`src/hw/rtl/tep_pkg.sv`:
```
// Package of the tuning edit frame parser: frame constants, parse phase codes,
// event codes, register indexes and the shared struct types.
// No dependencies.
`default_nettype none

package tep_pkg;

   localparam int PAGE_COUNT = 5;

   localparam int PAGE_W   = 3;
   localparam int COUNT_W  = 8;
   localparam int BYTE_W   = 8;
   localparam int VALUE_W  = 32;
   localparam int KIND_W   = 2;
   localparam int CSR_IDX_W = 2;
   localparam int CSR_DATA_W = 8;

   localparam int BODY_LEN = 7;
   localparam int BODY_STORE = BODY_LEN - 1;
   localparam int BODY_CNT_W = 3;
   localparam int BODY_IDX_W = $clog2(BODY_STORE);

   localparam logic [4:0] PAGE_LIMIT = 5'(PAGE_COUNT);

   localparam logic [BYTE_W-1:0] HDR_A       = 8'h52;
   localparam logic [BYTE_W-1:0] HDR_B       = 8'h14;
   localparam logic [BYTE_W-1:0] HDR_C       = 8'h88;
   localparam logic [BYTE_W-1:0] SEL_BODY    = 8'h01;
   localparam logic [BYTE_W-1:0] SEL_END     = 8'h77;
   localparam logic [BYTE_W-1:0] TRL_INT_LO  = 8'h31;
   localparam logic [BYTE_W-1:0] TRL_INT_HI  = 8'h40;
   localparam logic [BYTE_W-1:0] TRL_FLT_LO  = 8'h20;
   localparam logic [BYTE_W-1:0] TRL_FLT_HI  = 8'h00;

   localparam logic [1:0] PH_HUNT   = 2'd0;
   localparam logic [1:0] PH_SECOND = 2'd1;
   localparam logic [1:0] PH_BODY   = 2'd2;

   localparam logic [KIND_W-1:0] EV_INT    = 2'd0;
   localparam logic [KIND_W-1:0] EV_FLOAT  = 2'd1;
   localparam logic [KIND_W-1:0] EV_END    = 2'd2;
   localparam logic [KIND_W-1:0] EV_REJECT = 2'd3;

   localparam logic [CSR_IDX_W-1:0] CSR_ACTIVE_PAGE = 2'd0;
   localparam logic [CSR_IDX_W-1:0] CSR_INT_COUNT   = 2'd1;
   localparam logic [CSR_IDX_W-1:0] CSR_FLOAT_COUNT = 2'd2;

   typedef struct packed {
      logic [PAGE_W-1:0]  active_page;
      logic [COUNT_W-1:0] int_entry_count;
      logic [COUNT_W-1:0] float_entry_count;
   } cfg_type;

   typedef struct packed {
      logic              valid;
      logic [BYTE_W-1:0] rx_byte;
   } in_word_type;

endpackage

`default_nettype wire

```
`src/hw/rtl/tep_if.sv`:
```
// Channel interfaces of the tuning edit frame parser: the byte request
// channel and the result channel. Depends on tep_pkg.
`default_nettype none

interface tep_req_if;
   logic                      valid;
   logic                      ready;
   logic [tep_pkg::BYTE_W-1:0] rx_byte;

   modport source (output valid, output rx_byte, input ready);
   modport sink (input valid, input rx_byte, output ready);
endinterface

interface tep_rsp_if;
   logic                        valid;
   logic                        ready;
   logic [tep_pkg::KIND_W-1:0]  event_kind;
   logic [tep_pkg::PAGE_W-1:0]  target_page;
   logic [tep_pkg::BYTE_W-1:0]  entry_index;
   logic [tep_pkg::VALUE_W-1:0] entry_value;

   modport source (output valid, output event_kind, output target_page,
                   output entry_index, output entry_value, input ready);
   modport sink (input valid, input event_kind, input target_page,
                 input entry_index, input entry_value, output ready);
endinterface

`default_nettype wire

```
`src/hw/rtl/tep_csr.sv`:
```
// Configuration registers of the tuning edit frame parser, written through a
// plain write port. Depends on tep_pkg.
`default_nettype none

module tep_csr (
   input  wire logic                            clock,
   input  wire logic                            reset,
   input  wire logic                            csr_wr_en,
   input  wire logic [tep_pkg::CSR_IDX_W-1:0]   csr_index,
   input  wire logic [tep_pkg::CSR_DATA_W-1:0]  csr_wdata,
   output tep_pkg::cfg_type                     cfg
);

   tep_pkg::cfg_type cfg_ff, cfg_in;

   always_comb begin
      cfg_in = cfg_ff;
      if (csr_wr_en) begin
         unique case (csr_index)
            tep_pkg::CSR_ACTIVE_PAGE: cfg_in.active_page = csr_wdata[tep_pkg::PAGE_W-1:0];
            tep_pkg::CSR_INT_COUNT:   cfg_in.int_entry_count = csr_wdata;
            tep_pkg::CSR_FLOAT_COUNT: cfg_in.float_entry_count = csr_wdata;
            default:                  cfg_in = cfg_ff;
         endcase
      end
   end

   always_ff @(posedge clock) begin
      if (reset) begin
         cfg_ff <= '0;
      end else begin
         cfg_ff <= cfg_in;
      end
   end

   assign cfg = cfg_ff;

endmodule

`default_nettype wire

```
`src/hw/rtl/tep_in_stage.sv`:
```
// Input register of the tuning edit frame parser: holds one received word
// until the parser takes it. Depends on tep_pkg and tep_if.
`default_nettype none

module tep_in_stage (
   input  wire logic            clock,
   input  wire logic            reset,
   tep_req_if.sink              req_bus,
   input  wire logic            take,
   output tep_pkg::in_word_type word_out
);

   logic                       valid_ff, valid_in;
   logic [tep_pkg::BYTE_W-1:0] byte_ff, byte_in;
   logic                       load;

   assign req_bus.ready = !valid_ff || take;
   assign load = req_bus.valid && req_bus.ready;

   always_comb begin
      valid_in = valid_ff;
      byte_in = byte_ff;
      if (load) begin
         valid_in = 1'b1;
         byte_in = req_bus.rx_byte;
      end else if (take) begin
         valid_in = 1'b0;
      end
   end

   always_ff @(posedge clock) begin
      if (reset) begin
         valid_ff <= 1'b0;
      end else begin
         valid_ff <= valid_in;
      end
      byte_ff <= byte_in;
   end

   assign word_out.valid = valid_ff;
   assign word_out.rx_byte = byte_ff;

endmodule

`default_nettype wire

```
`src/hw/rtl/tep_parser.sv`:
```
// Frame parse state machine and result register of the tuning edit frame
// parser. Depends on tep_pkg and tep_if.
`default_nettype none

module tep_parser (
   input  wire logic                 clock,
   input  wire logic                 reset,
   input  wire tep_pkg::in_word_type word_in,
   input  wire tep_pkg::cfg_type     cfg,
   output logic                      take,
   tep_rsp_if.source                 rsp_bus
);

   logic [1:0]                           phase_ff, phase_in;
   logic [tep_pkg::BODY_CNT_W-1:0]       count_ff, count_in;
   logic [tep_pkg::BYTE_W-1:0]           body_ff [tep_pkg::BODY_STORE];
   logic                                 body_wr;
   logic                                 rsp_valid_ff, rsp_valid_in;
   logic [tep_pkg::KIND_W-1:0]           kind_ff, kind_in;
   logic [tep_pkg::PAGE_W-1:0]           page_ff;
   logic [tep_pkg::BYTE_W-1:0]           index_ff, index_in;
   logic [tep_pkg::VALUE_W-1:0]          value_ff, value_in;
   logic                                 advance, fire, emit;
   logic                                 is_hdr, is_int, is_float, bad_index;
   logic [tep_pkg::BYTE_W-1:0]           b;

   assign advance = !rsp_valid_ff || rsp_bus.ready;
   assign take = word_in.valid && advance;
   assign fire = take;
   assign b = word_in.rx_byte;

   assign is_hdr = (b == tep_pkg::HDR_A) || (b == tep_pkg::HDR_B) || (b == tep_pkg::HDR_C);
   assign is_int = (body_ff[tep_pkg::BODY_STORE-1] == tep_pkg::TRL_INT_LO)
                   && (b == tep_pkg::TRL_INT_HI);
   assign is_float = (body_ff[tep_pkg::BODY_STORE-1] == tep_pkg::TRL_FLT_LO)
                     && (b == tep_pkg::TRL_FLT_HI);
   assign bad_index = (is_int && (body_ff[0] >= cfg.int_entry_count))
                      || (is_float && (body_ff[0] >= cfg.float_entry_count))
                      || ({2'b00, cfg.active_page} >= tep_pkg::PAGE_LIMIT);

   always_comb begin
      phase_in = phase_ff;
      count_in = count_ff;
      body_wr = 1'b0;
      emit = 1'b0;
      kind_in = tep_pkg::EV_END;
      index_in = '0;
      value_in = '0;
      if (fire) begin
         unique case (phase_ff)
            tep_pkg::PH_HUNT: begin
               if (is_hdr) begin
                  phase_in = tep_pkg::PH_SECOND;
               end
            end
            tep_pkg::PH_SECOND: begin
               if (b == tep_pkg::SEL_BODY) begin
                  phase_in = tep_pkg::PH_BODY;
                  count_in = '0;
               end else begin
                  phase_in = tep_pkg::PH_HUNT;
                  emit = (b == tep_pkg::SEL_END);
               end
            end
            tep_pkg::PH_BODY: begin
               if (count_ff == tep_pkg::BODY_CNT_W'(tep_pkg::BODY_STORE)) begin
                  phase_in = tep_pkg::PH_HUNT;
                  count_in = '0;
                  emit = is_int || is_float;
                  kind_in = bad_index ? tep_pkg::EV_REJECT
                          : (is_int ? tep_pkg::EV_INT : tep_pkg::EV_FLOAT);
                  index_in = body_ff[0];
                  value_in = {body_ff[4], body_ff[3], body_ff[2], body_ff[1]};
               end else begin
                  body_wr = 1'b1;
                  count_in = count_ff + 1'b1;
               end
            end
            default: begin
               phase_in = tep_pkg::PH_HUNT;
               count_in = '0;
            end
         endcase
      end
   end

   always_comb begin
      rsp_valid_in = rsp_valid_ff;
      if (advance) begin
         rsp_valid_in = emit;
      end
   end

   always_ff @(posedge clock) begin
      if (reset) begin
         phase_ff <= tep_pkg::PH_HUNT;
         count_ff <= '0;
         rsp_valid_ff <= 1'b0;
      end else begin
         phase_ff <= phase_in;
         count_ff <= count_in;
         rsp_valid_ff <= rsp_valid_in;
      end
      if (body_wr) begin
         body_ff[count_ff[tep_pkg::BODY_IDX_W-1:0]] <= b;
      end
      if (emit) begin
         kind_ff <= kind_in;
         page_ff <= cfg.active_page;
         index_ff <= index_in;
         value_ff <= value_in;
      end
   end

   assign rsp_bus.valid = rsp_valid_ff;
   assign rsp_bus.event_kind = kind_ff;
   assign rsp_bus.target_page = page_ff;
   assign rsp_bus.entry_index = index_ff;
   assign rsp_bus.entry_value = value_ff;

`ifndef SYNTH
   a_count_idle: assert property (@(posedge clock) disable iff (reset)
      phase_ff != tep_pkg::PH_BODY |-> count_ff == '0)
      else $error("body count nonzero outside body phase");

   a_end_payload: assert property (@(posedge clock) disable iff (reset)
      rsp_valid_ff && kind_ff == tep_pkg::EV_END |-> index_ff == '0 && value_ff == '0)
      else $error("session end word carries index or value");

   a_result_cause: assert property (@(posedge clock) disable iff (reset)
      $rose(rsp_valid_ff) |-> $past(word_in.valid))
      else $error("result word without an input word");

   a_stall_hold: assert property (@(posedge clock) disable iff (reset)
      !advance |=> $stable(phase_ff) && $stable(count_ff))
      else $error("parse state moved while the result was stalled");
`endif

endmodule

`default_nettype wire

```
`src/hw/rtl/tuning_edit_frame_parser.sv`:
```
// Top level of the tuning edit frame parser: input register, parse state
// machine with result register, and configuration registers.
// Depends on tep_pkg, tep_if, tep_csr, tep_in_stage and tep_parser.
//
//   channel   direction  handshake          word
//   req_bus   in         valid/ready        rx_byte[7:0]
//   rsp_bus   out        valid/ready        event_kind, target_page, entry_index, entry_value
//   csr_*     in         csr_wr_en only     csr_index[1:0], csr_wdata[7:0]
//
// One word is accepted every cycle while the result side keeps up; a byte
// goes through the input register and then the parse state machine, whose
// result register holds the result once the last byte of its frame is parsed.
// Synchronous active-high reset clears the parse state, valid flags and config registers.
// A stalled result holds the parser and fills the input register, then
// req_bus.ready drops.
`default_nettype none

module tuning_edit_frame_parser (
   input  wire logic                           clock,
   input  wire logic                           reset,
   tep_req_if.sink                             req_bus,
   tep_rsp_if.source                           rsp_bus,
   input  wire logic                           csr_wr_en,
   input  wire logic [tep_pkg::CSR_IDX_W-1:0]  csr_index,
   input  wire logic [tep_pkg::CSR_DATA_W-1:0] csr_wdata
);

   tep_pkg::cfg_type     cfg;
   tep_pkg::in_word_type in_word;
   logic                 take;

   tep_csr u_csr (
      .clock     (clock),
      .reset     (reset),
      .csr_wr_en (csr_wr_en),
      .csr_index (csr_index),
      .csr_wdata (csr_wdata),
      .cfg       (cfg)
   );

   tep_in_stage u_in_stage (
      .clock    (clock),
      .reset    (reset),
      .req_bus  (req_bus),
      .take     (take),
      .word_out (in_word)
   );

   tep_parser u_parser (
      .clock   (clock),
      .reset   (reset),
      .word_in (in_word),
      .cfg     (cfg),
      .take    (take),
      .rsp_bus (rsp_bus)
   );

endmodule

`default_nettype wire
```
`src/flat_wrapper.sv`:
```
// flat-port wrapper written by rule: the top's interface ports become plain ports
module tuning_edit_frame_parser_flat 
  (clock, reset, csr_wr_en, csr_index, csr_wdata, req_bus_valid, req_bus_rx_byte, req_bus_ready, rsp_bus_valid, rsp_bus_event_kind, rsp_bus_target_page, rsp_bus_entry_index, rsp_bus_entry_value, rsp_bus_ready);
  tep_req_if req_bus_i ();
  tep_rsp_if rsp_bus_i ();
  input  wire logic clock;
  input  wire logic reset;
  input  wire logic csr_wr_en;
  input  wire logic [tep_pkg::CSR_IDX_W-1:0] csr_index;
  input  wire logic [tep_pkg::CSR_DATA_W-1:0] csr_wdata;
  input wire logic [$bits(req_bus_i.valid)-1:0] req_bus_valid;
  input wire logic [$bits(req_bus_i.rx_byte)-1:0] req_bus_rx_byte;
  output wire logic [$bits(req_bus_i.ready)-1:0] req_bus_ready;
  output wire logic [$bits(rsp_bus_i.valid)-1:0] rsp_bus_valid;
  output wire logic [$bits(rsp_bus_i.event_kind)-1:0] rsp_bus_event_kind;
  output wire logic [$bits(rsp_bus_i.target_page)-1:0] rsp_bus_target_page;
  output wire logic [$bits(rsp_bus_i.entry_index)-1:0] rsp_bus_entry_index;
  output wire logic [$bits(rsp_bus_i.entry_value)-1:0] rsp_bus_entry_value;
  input wire logic [$bits(rsp_bus_i.ready)-1:0] rsp_bus_ready;
  assign req_bus_i.valid = req_bus_valid;
  assign req_bus_i.rx_byte = req_bus_rx_byte;
  assign req_bus_ready = req_bus_i.ready;
  assign rsp_bus_valid = rsp_bus_i.valid;
  assign rsp_bus_event_kind = rsp_bus_i.event_kind;
  assign rsp_bus_target_page = rsp_bus_i.target_page;
  assign rsp_bus_entry_index = rsp_bus_i.entry_index;
  assign rsp_bus_entry_value = rsp_bus_i.entry_value;
  assign rsp_bus_i.ready = rsp_bus_ready;
  tuning_edit_frame_parser u_core (.clock(clock), .reset(reset), .req_bus(req_bus_i), .rsp_bus(rsp_bus_i), .csr_wr_en(csr_wr_en), .csr_index(csr_index), .csr_wdata(csr_wdata));
endmodule
```
`config.mk`:
```
export PLATFORM = sky130hd
export DESIGN_NAME = tuning_edit_frame_parser_flat
export DESIGN_NICKNAME = d
export VERILOG_FILES = /design/src/hw/rtl/tep_pkg.sv /design/src/hw/rtl/tep_if.sv /design/src/hw/rtl/tep_csr.sv /design/src/hw/rtl/tep_in_stage.sv /design/src/hw/rtl/tep_parser.sv /design/src/hw/rtl/tuning_edit_frame_parser.sv /design/src/flat_wrapper.sv
export SDC_FILE = /design/constraint.sdc
export NUM_CORES = 1
export LEC_CHECK = 0
export BUFFER_PORTS_ARGS = -buffer_cell sky130_fd_sc_hd__buf_2
export CORE_MARGIN = 5
export CORE_UTILIZATION = 57
export DETAILED_ROUTE_END_ITERATION = 16
export PLACE_DENSITY = 0.84
export SETUP_SLACK_MARGIN = 0.5
export SLEW_MARGIN = 20
export SYNTH_ARGS = -nofsm -noshare
export SYNTH_HDL_FRONTEND = slang
export SYNTH_SLANG_ARGS = --single-unit
```
`constraint.sdc`:
```
create_clock -name clock -period 5.35 [get_ports clock]
set_clock_uncertainty 0.1 [all_clocks]
set_input_delay 0.8025 -clock clock [delete_from_list [all_inputs] [get_ports clock]]
set_output_delay 0.8025 -clock clock [all_outputs]
set_load 0.1 [all_outputs]
```
==> out/results.ini <==
[clock_network]
cts-resized-gates = 0
cts_root_buffer = clkbuf_8
htree_levels = 4
holdBufCountCts = 0
clk_pin_slew_ps = 60
clkSinkCount = 127
cts_made_buffers = 17
clk_latency_ps = 520
cts_tree = done
cts.path.max_buffers = 2
post_cts_buffers = 0

[final_layout]
regArea_sq_um = 3550
most-common-layout-cells = edfxtp_1, buf_2, and2_1
filler_cell_count = 550
finalCoreUtilization_pct = 70.1
fin_nets = 472
final_common_cell = edfxtp_1
n_antenna_cell = 0
multi_input_area_sq_um = 1350
layout-drive-gt1-share_pct = 25.5
area_growth_syn_to_layout_pct = 21.2

[yosys]
synthDominantCellAreaShare_pct = 60.7
synth.distinct_cells = 43
yosys_warnings = 0
synth.avg_cell_area_sq_um = 14.3
syn_area_sq_um = 5000
syn_inst = 350
yosysSeqAreaShare_pct = 71.1
syn_nets = 392
synth-seq-cells = 127
synth_area_leader_cell = edfxtp_1
synth.area.top_cells = edfxtp_1, dfxtp_1, and2_1

[timing]
finalCriticalPeriod_ps = 2980
clock.fmax_ghz = 0.335
drv_slew = 0
worst_pin_slew_ps = 907
hold_viol = 0
setup_violations = 0
max-slew-margin-rel_pct = 39.3
final.period_utilization_pct = 55.7
finalSetupTns_ps = 0
rsz0062_at_grt = false

[worst_setup_path]
path_max_fanout = 27
r2r_cells = 6
rr_startpoint = u_core.u_in_stage.byte_ff[0]
worstReg2RegEnd = u_core.u_parser.rsp_bus.entry_value[13]
rrSetupSlack_ps = 2370
worstPathArrival_ps = 3100
critical_path_required_ps = 5470
start_kind = flop
criticalPathCategory = flop to flop
cp-end-kind = flop
setup.worst_path.start = u_core.u_in_stage.byte_ff[0]

[power]
powerDensity_nw_per_um2 = 360
ir_drop_mv = 0.310
power_mw = 2.18
cellLeakagePower_nw = 2.46

[global_route]
grt_pass1_wl_um = 15700
antenna_found_initial = 0
grt_pass1_vias = 3126
overflow = 0
grtUsageTotal_pct = 18.6
grt_max_degree = 46

[job]
drv_cap = 0

[route]
wl_met1_um = 3910
drc = 0
met2WireLength_um = 4900
routedWlPerCell_um = 17.4
first_pass_iters = 5
wl_met3_um = 619
drt_iter0_markers = 288
wl_um = 9580
ant_nets = 0
vias = 3042
via_per_inst = 5.52
topRoutingLayerUsed = met4

[placement]
place_congestion = 0.833
dp_hpwl_um = 6240
io_buffers = 69

[floorplanning]
top_level_ports = 70
die_y_um = 104
core_sq_um = 8640
start_util_pct = 57.9
die-area_sq_um = 10700
die_width_um = 104
placementRows = 34

[status]
status = complete, no violations

[worst_hold_path]
min_path_cells = 1
min_from = req_bus_rx_byte[2]
min_path_type = input pin to flop
min_delay_worst_endpoint = u_core.u_in_stage.byte_ff[2]

## cell usage after synthesis, drive strengths merged
| master | number |
|---|---|
| o21a | 2 |
| ha | 19 |
| or3b | 2 |
| a21bo | 1 |
| o32ai | 1 |
| o311ai | 1 |
| nand3 | 4 |
| edfxtp | 101 |
| nor4bb | 1 |
| nor4b | 1 |
| mux2i | 19 |
| nor3 | 11 |
| nand4b | 1 |
| or3 | 3 |
| nor2 | 30 |
| a221oi | 1 |
| nor2b | 1 |
| o2111a | 1 |
| nand3b | 5 |
| nand2 | 10 |
| nand2b | 4 |
| nor3b | 1 |
| o21ai | 8 |
| a21o | 1 |
| a211oi | 3 |
| buf | 1 |
| a21oi | 7 |
| o211ai | 1 |
| and4b | 1 |
| nand4 | 5 |
| inv | 22 |
| a311oi | 1 |
| clkbuf | 9 |
| and2 | 41 |
| dfxtp | 26 |
| a2111oi | 1 |
| a211o | 1 |
| or2 | 1 |
| nor4 | 1 |
## metrics by stage
stage | instance area (sq um) | setup WS, ps | cells | hold slack [ps]
finish | 6060 | 2370 | 551 | 360
global route | 6060 | 2250 | 551 | 333
CTS | 6010 | 2160 | 550 | 340
detailed placement | 5460 | 2200 | 518 | 357
global placement | 5460 | 2410 | 518 | 350
floorplan | 5000 | 1550 | 350 | 323
## sequential cells by signal, summed over array words and instances (netlist names), 2 cells and up
| signal | count |
|---|---|
| u_core.u_parser.phase_ff | 2 |
| u_core.u_parser.rsp_bus.entry_value | 32 |
| u_core.u_parser.rsp_bus.entry_index | 8 |
| u_core.u_parser.count_ff | 3 |
| u_core.u_parser.rsp_bus.target_page | 3 |
| u_core.u_parser.rsp_bus.event_kind | 2 |
| u_core.u_csr.cfg | 19 |
| u_core.u_in_stage.byte_ff | 8 |
| u_core.u_parser.body_ff | 48 |
## power by group
group,switching [mW],total (mW),internal [mW]
Clock,0.468,1.06,0.591
Combinational,0.0228,0.0418,0.0190
Sequential,0.0132,1.08,1.07
Total,0.504,2.18,1.68
## kinds of logic after synthesis
| logic type | count (synthesis) | synth area share, % |
|---|---|---|
| AO/OA/AOI/OAI | 30 | 4.13 |
| adder cells (fa/ha/maj) | 19 | 4.76 |
| buffers and inverters | 32 | 2.45 |
| flip-flops | 127 | 71.1 |
| multiplexers | 19 | 3.81 |
| AND/OR/NAND/NOR | 123 | 13.7 |
## metal layers
| metal | vias up | track usage [%] |
|---|---|---|
| met5 | - | 0 |
| met4 | 0 | 9.28 |
| met2 | 124 | 30.2 |
| met3 | 10 | 5.78 |
| met1 | 1470 | 22.3 |
| li1 | 1438 | - |
## how the worst max path moves through the flow
stage                                                   end  slack [ps]
floorplan            u_core.u_parser.rsp_bus.entry_index[0]        1550
global placement     u_core.u_parser.rsp_bus.entry_value[3]        2410
detailed placement   u_core.u_parser.rsp_bus.entry_value[9]        2200
CTS                 u_core.u_parser.rsp_bus.entry_value[29]        2160
global route         u_core.u_parser.rsp_bus.entry_value[8]        2250
finish              u_core.u_parser.rsp_bus.entry_value[13]        2370
## cell type report
| type | instances | share of cell area (%) |
|---|---|---|
| clock buffer | 17 | 6.84 |
| clock inverter | 15 | 2.40 |
| inverter | 22 | 1.36 |
| multi-input combinational | 191 | 22.2 |
| sequential | 127 | 58.7 |
| tap | 108 | 2.23 |
| timing repair buffer | 71 | 6.28 |
## worst max-delay path, cell delays in order, from the launching register on
cell and delay, ps:
edfxtp_1 570, nor4b_1 420, nand4_1 240, a211oi_1 370, o21ai_0 210, nor2_4 510, buf_16 250
Power figures use the tool's default switching activity.
